===== config.mk =====
export PLATFORM = sky130hd
export DESIGN_NAME = button_debounce_hold_detect_flat
export DESIGN_NICKNAME = d
export VERILOG_FILES = /design/src/sv/bdh_pkg.sv /design/src/sv/bdh_if.sv /design/src/sv/button_debounce_hold_detect.sv /design/src/sv/bdh_cfg_regs.sv /design/src/flat_wrapper.sv
export SDC_FILE = /design/constraint.sdc
export NUM_CORES = 1
export LEC_CHECK = 0
export ABC_CLOCK_PERIOD_IN_PS = 4400
export BUFFER_PORTS_ARGS = -buffer_cell sky130_fd_sc_hd__buf_4
export CAP_MARGIN = 15
export CORE_MARGIN = 3
export CORE_UTILIZATION = 40
export DETAILED_ROUTE_END_ITERATION = 6
export PLACE_DENSITY = 0.59
export SYNTH_ARGS = -nofsm -noshare
export SYNTH_HDL_FRONTEND = slang
export SYNTH_SLANG_ARGS = --single-unit

===== constraint.sdc =====
create_clock -name i_clk -period 4.4 [get_ports i_clk]
set_input_delay 0.22 -clock i_clk [delete_from_list [all_inputs] [get_ports i_clk]]
set_output_delay 0.22 -clock i_clk [all_outputs]
set_load 0.02 [all_outputs]

===== src/sv/bdh_pkg.sv =====
// Shared types and constants for the button debounce / hold detector.
// No dependencies; every other file depends on this package.
package bdh_pkg;

    // Width of the free-running millisecond timestamp
    localparam int TIME_WIDTH = 32;

    // Widths of the configuration port
    localparam int CFG_IDX_W  = 2;
    localparam int CFG_DATA_W = 16;

    // Register indexes of the configuration port
    localparam logic [CFG_IDX_W-1:0] REG_ACTIVE_LEVEL = 2'd0;
    localparam logic [CFG_IDX_W-1:0] REG_DEBOUNCE_MS  = 2'd1;
    localparam logic [CFG_IDX_W-1:0] REG_HOLD_MS      = 2'd2;

    // Register reset values
    localparam logic [15:0] DEBOUNCE_MS_RST = 16'd20;
    localparam logic [15:0] HOLD_MS_RST     = 16'd600;

    // Reported button status
    typedef enum logic [1:0] {
        ST_RELEASED = 2'd0,
        ST_PRESSED  = 2'd1,
        ST_HOLD     = 2'd2
    } t_status;

    // Current register settings
    typedef struct packed {
        logic        active_level;
        logic [15:0] debounce_ms;
        logic [15:0] hold_ms;
    } t_cfg;

endpackage


===== src/sv/bdh_if.sv =====
// Valid/ready channel interfaces: pin samples, status words and register writes.
// Depends on bdh_pkg for widths.

interface bdh_in_if;
    logic                          valid;
    logic                          ready;
    logic                          pin_level;
    logic [bdh_pkg::TIME_WIDTH-1:0] now_ms;

    modport source (output valid, output pin_level, output now_ms, input ready);
    modport sink   (input valid, input pin_level, input now_ms, output ready);
endinterface

interface bdh_out_if;
    logic       valid;
    logic       ready;
    logic [1:0] button_status;

    modport source (output valid, output button_status, input ready);
    modport sink   (input valid, input button_status, output ready);
endinterface

interface bdh_cfg_if;
    logic                          valid;
    logic                          ready;
    logic [bdh_pkg::CFG_IDX_W-1:0]  index;
    logic [bdh_pkg::CFG_DATA_W-1:0] data;

    modport source (output valid, output index, output data, input ready);
    modport sink   (input valid, input index, input data, output ready);
endinterface


===== src/sv/button_debounce_hold_detect.sv =====
// Button debounce with hold detection. Each accepted word is one pin sample
// with a millisecond timestamp and yields one status word (released, pressed,
// hold). A word is taken every cycle while the skid entry is empty: the
// debounce and hold compares are one 32-bit subtract and compare each, done
// in the cycle the sample is accepted, and the status goes to an output
// register backed by one skid entry. Input ready drops only while both output
// entries are full. Register writes are always taken.
// Depends on bdh_pkg, the channel interfaces and bdh_cfg_regs.
module button_debounce_hold_detect (
    input  logic     i_clk,
    input  logic     i_rst_n,
    bdh_in_if.sink   i_in,
    bdh_out_if.source o_out,
    bdh_cfg_if.sink  i_cfg
);
    import bdh_pkg::*;

    t_cfg                  w_cfg;
    logic                  w_accept;
    logic                  w_out_fire;
    logic                  w_active;
    logic [TIME_WIDTH-1:0] w_db_elapsed;
    logic [TIME_WIDTH-1:0] w_act_elapsed;
    logic                  w_db_done;
    logic                  w_hold_done;

    logic                  r_is_pressed, n_is_pressed;
    t_status               r_status, n_status;
    logic                  r_db_running, n_db_running;
    logic [TIME_WIDTH-1:0] r_db_start, n_db_start;
    logic [TIME_WIDTH-1:0] r_act_start, n_act_start;

    logic                  r_out_valid;
    t_status               r_out_status;
    logic                  r_skid_valid;
    t_status               r_skid_status;

    bdh_cfg_regs u_cfg (
        .i_clk   (i_clk),
        .i_rst_n (i_rst_n),
        .i_cfg   (i_cfg),
        .o_cfg   (w_cfg)
    );

    assign i_in.ready = !r_skid_valid;
    assign w_accept   = i_in.valid && !r_skid_valid;
    assign w_out_fire = r_out_valid && o_out.ready;

    // Modular elapsed times, compared against zero-extended settings
    assign w_active      = (i_in.pin_level == w_cfg.active_level);
    assign w_db_elapsed  = i_in.now_ms - r_db_start;
    assign w_act_elapsed = i_in.now_ms - r_act_start;
    assign w_db_done     = w_db_elapsed >= TIME_WIDTH'(w_cfg.debounce_ms);
    assign w_hold_done   = w_act_elapsed >= TIME_WIDTH'(w_cfg.hold_ms);

    // Next debounce state for the current sample
    always_comb begin
        n_is_pressed = r_is_pressed;
        n_status     = r_status;
        n_db_running = r_db_running;
        n_db_start   = r_db_start;
        n_act_start  = r_act_start;
        if (!r_is_pressed) begin
            if (w_active) begin
                if (!r_db_running) begin
                    n_db_running = 1'b1;
                    n_db_start   = i_in.now_ms;
                    n_act_start  = i_in.now_ms;
                end else if (w_db_done) begin
                    n_db_running = 1'b0;
                    n_db_start   = '0;
                    n_is_pressed = 1'b1;
                    n_status     = ST_PRESSED;
                end
            end else begin
                n_db_running = 1'b0;
                n_db_start   = '0;
                n_act_start  = '0;
            end
        end else begin
            if (!w_active) begin
                if (!r_db_running) begin
                    n_db_running = 1'b1;
                    n_db_start   = i_in.now_ms;
                end else if (w_db_done) begin
                    n_db_running = 1'b0;
                    n_db_start   = '0;
                    n_act_start  = '0;
                    n_is_pressed = 1'b0;
                    n_status     = ST_RELEASED;
                end
            end else begin
                // Active sample drops a pending release and checks hold
                n_db_running = 1'b0;
                n_db_start   = '0;
                if (w_hold_done) begin
                    n_status = ST_HOLD;
                end
            end
        end
    end

    // Advance state on each accepted sample
    always_ff @(posedge i_clk) begin
        if (!i_rst_n) begin
            r_is_pressed <= 1'b0;
            r_status     <= ST_RELEASED;
            r_db_running <= 1'b0;
            r_db_start   <= '0;
            r_act_start  <= '0;
        end else if (w_accept) begin
            r_is_pressed <= n_is_pressed;
            r_status     <= n_status;
            r_db_running <= n_db_running;
            r_db_start   <= n_db_start;
            r_act_start  <= n_act_start;
        end
    end

    // Output register with one skid entry
    always_ff @(posedge i_clk) begin
        if (!i_rst_n) begin
            r_out_valid  <= 1'b0;
            r_skid_valid <= 1'b0;
        end else if (r_skid_valid) begin
            if (w_out_fire) begin
                r_out_valid  <= 1'b1;
                r_skid_valid <= 1'b0;
            end
        end else if (w_accept) begin
            if (!r_out_valid || w_out_fire) begin
                r_out_valid <= 1'b1;
            end else begin
                r_skid_valid <= 1'b1;
            end
        end else if (w_out_fire) begin
            r_out_valid <= 1'b0;
        end
    end

    // Payload of the output entries
    always_ff @(posedge i_clk) begin
        if (r_skid_valid) begin
            if (w_out_fire) begin
                r_out_status <= r_skid_status;
            end
        end else if (w_accept) begin
            if (!r_out_valid || w_out_fire) begin
                r_out_status <= n_status;
            end else begin
                r_skid_status <= n_status;
            end
        end
    end

    assign o_out.valid         = r_out_valid;
    assign o_out.button_status = r_out_status;

`ifndef SYNTHESIS
    // The skid entry fills only behind a full output register
    a_skid_behind_out: assert property (@(posedge i_clk) disable iff (!i_rst_n)
        r_skid_valid |-> r_out_valid)
        else $error("skid entry valid with empty output register");

    // A drained skid entry moves into the output register
    a_skid_drain: assert property (@(posedge i_clk) disable iff (!i_rst_n)
        (r_skid_valid && w_out_fire) |=> (r_out_valid && !r_skid_valid))
        else $error("skid entry lost on drain");

    // Pressed or hold status only while the press is accepted
    a_status_pressed: assert property (@(posedge i_clk) disable iff (!i_rst_n)
        (r_status != ST_RELEASED) |-> r_is_pressed)
        else $error("pressed status without accepted press");

    // Hold is left only through an accepted release
    a_hold_sticky: assert property (@(posedge i_clk) disable iff (!i_rst_n)
        (r_status == ST_HOLD) |=> (r_status == ST_HOLD || r_status == ST_RELEASED))
        else $error("hold status dropped to pressed");
`endif

endmodule


===== src/sv/bdh_cfg_regs.sv =====
// Configuration register file: active level, debounce time, hold time.
// Depends on bdh_pkg and bdh_cfg_if.
module bdh_cfg_regs (
    input  logic             i_clk,
    input  logic             i_rst_n,
    bdh_cfg_if.sink          i_cfg,
    output bdh_pkg::t_cfg    o_cfg
);
    import bdh_pkg::*;

    logic        r_active_level;
    logic [15:0] r_debounce_ms;
    logic [15:0] r_hold_ms;
    logic        w_wr;

    // Writes are always taken
    assign i_cfg.ready = 1'b1;
    assign w_wr        = i_cfg.valid;

    // Update the addressed register; unknown indexes are dropped
    always_ff @(posedge i_clk) begin
        if (!i_rst_n) begin
            r_active_level <= 1'b0;
            r_debounce_ms  <= DEBOUNCE_MS_RST;
            r_hold_ms      <= HOLD_MS_RST;
        end else if (w_wr) begin
            case (i_cfg.index)
                REG_ACTIVE_LEVEL: r_active_level <= i_cfg.data[0];
                REG_DEBOUNCE_MS:  r_debounce_ms  <= i_cfg.data[15:0];
                REG_HOLD_MS:      r_hold_ms      <= i_cfg.data[15:0];
                default: ;
            endcase
        end
    end

    assign o_cfg.active_level = r_active_level;
    assign o_cfg.debounce_ms  = r_debounce_ms;
    assign o_cfg.hold_ms      = r_hold_ms;

endmodule

===== src/flat_wrapper.sv =====
// flat-port wrapper written by rule: the top's interface ports become plain ports
module button_debounce_hold_detect_flat import bdh_pkg::*;
  (i_clk, i_rst_n, i_in_valid, i_in_pin_level, i_in_now_ms, i_in_ready, o_out_valid, o_out_button_status, o_out_ready, i_cfg_valid, i_cfg_index, i_cfg_data, i_cfg_ready);
  bdh_in_if i_in_i ();
  bdh_out_if o_out_i ();
  bdh_cfg_if i_cfg_i ();
  input  logic i_clk;
  input  logic i_rst_n;
  input wire logic [$bits(i_in_i.valid)-1:0] i_in_valid;
  input wire logic [$bits(i_in_i.pin_level)-1:0] i_in_pin_level;
  input wire logic [$bits(i_in_i.now_ms)-1:0] i_in_now_ms;
  output wire logic [$bits(i_in_i.ready)-1:0] i_in_ready;
  output wire logic [$bits(o_out_i.valid)-1:0] o_out_valid;
  output wire logic [$bits(o_out_i.button_status)-1:0] o_out_button_status;
  input wire logic [$bits(o_out_i.ready)-1:0] o_out_ready;
  input wire logic [$bits(i_cfg_i.valid)-1:0] i_cfg_valid;
  input wire logic [$bits(i_cfg_i.index)-1:0] i_cfg_index;
  input wire logic [$bits(i_cfg_i.data)-1:0] i_cfg_data;
  output wire logic [$bits(i_cfg_i.ready)-1:0] i_cfg_ready;
  assign i_in_i.valid = i_in_valid;
  assign i_in_i.pin_level = i_in_pin_level;
  assign i_in_i.now_ms = i_in_now_ms;
  assign i_in_ready = i_in_i.ready;
  assign o_out_valid = o_out_i.valid;
  assign o_out_button_status = o_out_i.button_status;
  assign o_out_i.ready = o_out_ready;
  assign i_cfg_i.valid = i_cfg_valid;
  assign i_cfg_i.index = i_cfg_index;
  assign i_cfg_i.data = i_cfg_data;
  assign i_cfg_ready = i_cfg_i.ready;
  button_debounce_hold_detect u_core (.i_clk(i_clk), .i_rst_n(i_rst_n), .i_in(i_in_i), .o_out(o_out_i), .i_cfg(i_cfg_i));
endmodule

==> results.json <==
{
  "final-hold-violation-count": 0,
  "grt_pass1_wl_um": 41000,
  "tightest_slew_ns": 0.8541,
  "via_count": 8462,
  "avgSynthCellArea_um2": 7.837,
  "final_area_um2": 10360,
  "crit_slowest_cell": "fa_2",
  "crit_path_end_kind": "flop",
  "r2r_end": "u_core.o_out.button_status[1]",
  "holdPathEnd": "u_core.r_skid_valid",
  "syn_inst": 1118,
  "n_antenna_cell": 0,
  "power_switching_share_pct": 37.31,
  "viasPerCell": 5.718,
  "final_nets": 1352,
  "ant_nets": 0,
  "clock_skew_ns": 0.01817,
  "power_density_nw_per_um2": 296.3,
  "worstRegToRegCells": 22,
  "reg2reg_slack_ns": -0.1,
  "drive_above_1_share_pct": 16.76,
  "synth_seq_cells": 107,
  "whs_path_depth": 2,
  "clockBufferDepth": 2,
  "cp-startpoint": "u_core.r_db_start[0]",
  "synth_cell_types": 92,
  "initial_core_util_pct": 41.16,
  "cts.clk_slew.worst_paths_ns": 0.09,
  "finalNonFillerCells": 1480,
  "crit_path_frequent_cell": "nand2_1",
  "rows": 53,
  "cts_sinks": 107,
  "dominantRegCellSynth": "dfxtp_1",
  "grt_start_max_net_pins": 44,
  "syn_to_final_growth_pct": 18.25,
  "placed_cells": 1455,
  "synth_top_area_share_pct": 23.53,
  "ys_seq_area_share_pct": 24.90,
  "status": "finished with violations",
  "leakagePower_nw": 4.030,
  "drt-initial-drc-count": 507,
  "yosys-top-cells-count": "nand2_1, inv_1, dfxtp_1, a21oi_1, ha_1",
  "p_int_mw": 1.925,
  "coreArea_um2": 21290,
  "yosys.area.top_type": "dfxtp_1",
  "postCtsHoldBufs": 0,
  "slew_violations": 0,
  "synthArstFlopShare_pct": 0,
  "cts_buffers": 9,
  "clock_power_share_pct": 27.9,
  "holdWs_ns": 0.03761,
  "die_area_um2": 23720,
  "die_y_um": 154.0,
  "grt_pass1_vias": 7848,
  "syn_nets": 1270,
  "h-tree-depth": 3,
  "synth_top_cells_by_area": "dfxtp_1, ha_1, nand2_1",
  "nFillCells": 2121,
  "worst_ep_arrival_time_ns": 4.72,
  "failed_checks": "setup timing",
  "hold_start": "o_out_ready",
  "fin_crit_ns": 4.500,
  "path_max_fanout": 3,
  "slew_headroom_pct": 42.65,
  "yosysWarnings": 0,
  "io_pins": 61,
  "routabilityCongestion": 0.9009,
  "ir_worst_vdd_v": 0.0001869,
  "p_comb_share_pct": 38.0,
  "die_w_um": 154.0,
  "drc": 0,
  "fmax_mhz": 222.2,
  "dpl.hpwl_um": 20120,
  "dr.pass1.iters": 5,
  "start_kind": "flop",
  "grt_overflow": 0,
  "synthesis.area_um2": 8762,
  "antenna_found_initial": 0,
  "seqPwrFrac_pct": 34.1,
  "finalSetupViolCount": 70,
  "rsz0062_at_grt": "yes",
  "drv_cap": 0,
  "crit_chain": "ha_4 > fa_2 > nor2b_4 > o2111ai_2 > nand2_1 > and2_4 > nand4_1 > nand2_1 > xor2_1 > ha_1 > a21oi_2 > nand2_1 > a211o_1 > a22o_1 > nor4_2 > nand4_1 > nor4_4 > buf_4 > a31o_1 > buf_4 > o21ai_2 > a31oi_1",
  "placed_area_um2": 9731,
  "critical-path-max-stage-delay_ns": 0.41,
  "synth_edf_count": 4,
  "final_core_utilization_pct": 48.67,
  "reg2reg_from": "u_core.r_db_start[0]",
  "p_sw_mw": 1.145,
  "portBuffers": 59,
  "hold_class": "primary input to flop",
  "layout_setup_ws_ns": -0.09966,
  "path_class": "flop to flop",
  "drt-wirelength-per-cell_um": 17.93,
  "post-route-period-util_pct": 102.3,
  "cts_tree": "done",
  "yosysMostFrequentCell": "nand2_1",
  "clkLatencyLatePin_ns": 0.38,
  "wl_um": 26530,
  "grt_usage_pct": 21.14,
  "cts-root-buf": "clkbuf_16",
  "critical_path_required_ns": 4.62
}
## power groups by stage
stage               combinational [mW]  clock (mW)  sequential (mW)
floorplan                        0.752           0             1.06
global placement                  1.08           0             1.07
detailed placement                1.08           0             1.07
CTS                               1.10       0.875             1.05
global route                      1.29       0.904             1.05
finish                            1.17       0.856             1.05
## per-layer routing
| layer | vias up | wire length [um] | global-route usage, % |
|---|---|---|---|
| met3 | 27 | 1021 | 3.040 |
| met5 | - | 0 | 0 |
| met1 | 3996 | 12460 | 28.67 |
| li1 | 4253 | - | - |
| met2 | 186 | 12450 | 34.98 |
| met4 | 0 | 599 | 6.140 |
## through the flow
stage                     total power [mW]   TNS [ns]  worst slack, ns
final                                3.070     -4.717         -0.09966
after global routing                 3.248     -18.97          -0.3078
after CTS                            3.022  -0.006706        -0.006706
after detailed placement             2.149     -18.55          -0.3549
after global placement               2.143     -13.34          -0.3114
after floorplan                      1.817          0           0.1935
## worst max-delay path, delay by kind of cell (launching register included)
kind,cells,cell delay (ns)
AOI/OAI and AO/OA,7,1.23
xor gates and xnor gates,1,0.15
adders and majority gates,3,0.86
buffers and inverters,2,0.31
DFF,1,0.35
and+or+nand+nor,9,1.44
## cells in the final DEF, fill, tap and decap left out, drive strengths merged, types with 8 or more instances in the layout
cell | synthesis | routed
a21o | 14 | 14
a21oi | 107 | 107
a22o | 32 | 32
a31oi | 12 | 12
a32o | 33 | 33
and2 | 9 | 9
buf | 26 | 120
clkbuf | 26 | 12
dfxtp | 103 | 103
ha | 94 | 94
inv | 115 | 119
mux2i | 8 | 8
nand2 | 141 | 141
nand2b | 9 | 9
nand3 | 19 | 19
nand4 | 25 | 25
nor2 | 64 | 64
nor3 | 17 | 17
nor4 | 13 | 13
o211ai | 17 | 17
o21a | 13 | 13
o21ai | 57 | 57
o31ai | 10 | 10
xnor2 | 24 | 24
xor2 | 17 | 17
## layout make-up
cell class              count  area, um^2  share of cell area (%)
repair buffers            123        1040                   10.04
inverters                 116       435.4                   4.202
flip-flops and latches    107        2187                   21.11
well taps                 275       344.1                   3.321
clock inverters             7       77.57                  0.7487
clock buffers               9       225.2                   2.174
multi-input cells         843        6052                   58.41
## flip-flops by register name, summed over array words and instances (netlist names), 2 cells and up
register	flops
u_core.r_act_start	32
u_core.r_db_start	32
u_core.u_cfg.r_debounce_ms	16
u_core.u_cfg.r_hold_ms	16
u_core.o_out.button_status	2
u_core.r_skid_status	2
u_core.r_status	2
## worst max-delay path by stage
stage                                    endpoint  slack (ns)  depth (start not counted)
global placement               u_core.r_status[0]       -0.31                         23
CTS                            u_core.r_status[0]      -0.007                         21
finish              u_core.o_out.button_status[1]        -0.1                         22
global route                   u_core.r_status[0]       -0.31                         23
floorplan                  u_core.r_act_start[26]        0.19                         21
detailed placement             u_core.r_status[0]       -0.35                         23
## cell families after synthesis
logic type / share of synthesized area (%)
xor gates and xnor gates: 4.098
DFF: 24.90
other: 0.04280
and+or+nand+nor: 18.46
buffers and inverters: 8.011
muxes: 0.9139
AOI/OAI and AO/OA: 29.69
adders and majority gates: 13.88
## what timing repair did
item,in CTS,in global routing
pin swaps,11,64
gates resized for setup,12,38
gates cloned,0,4
setup endpoints to repair,71,72
setup buffers,1,4
(Power assumes the default switching activity.)
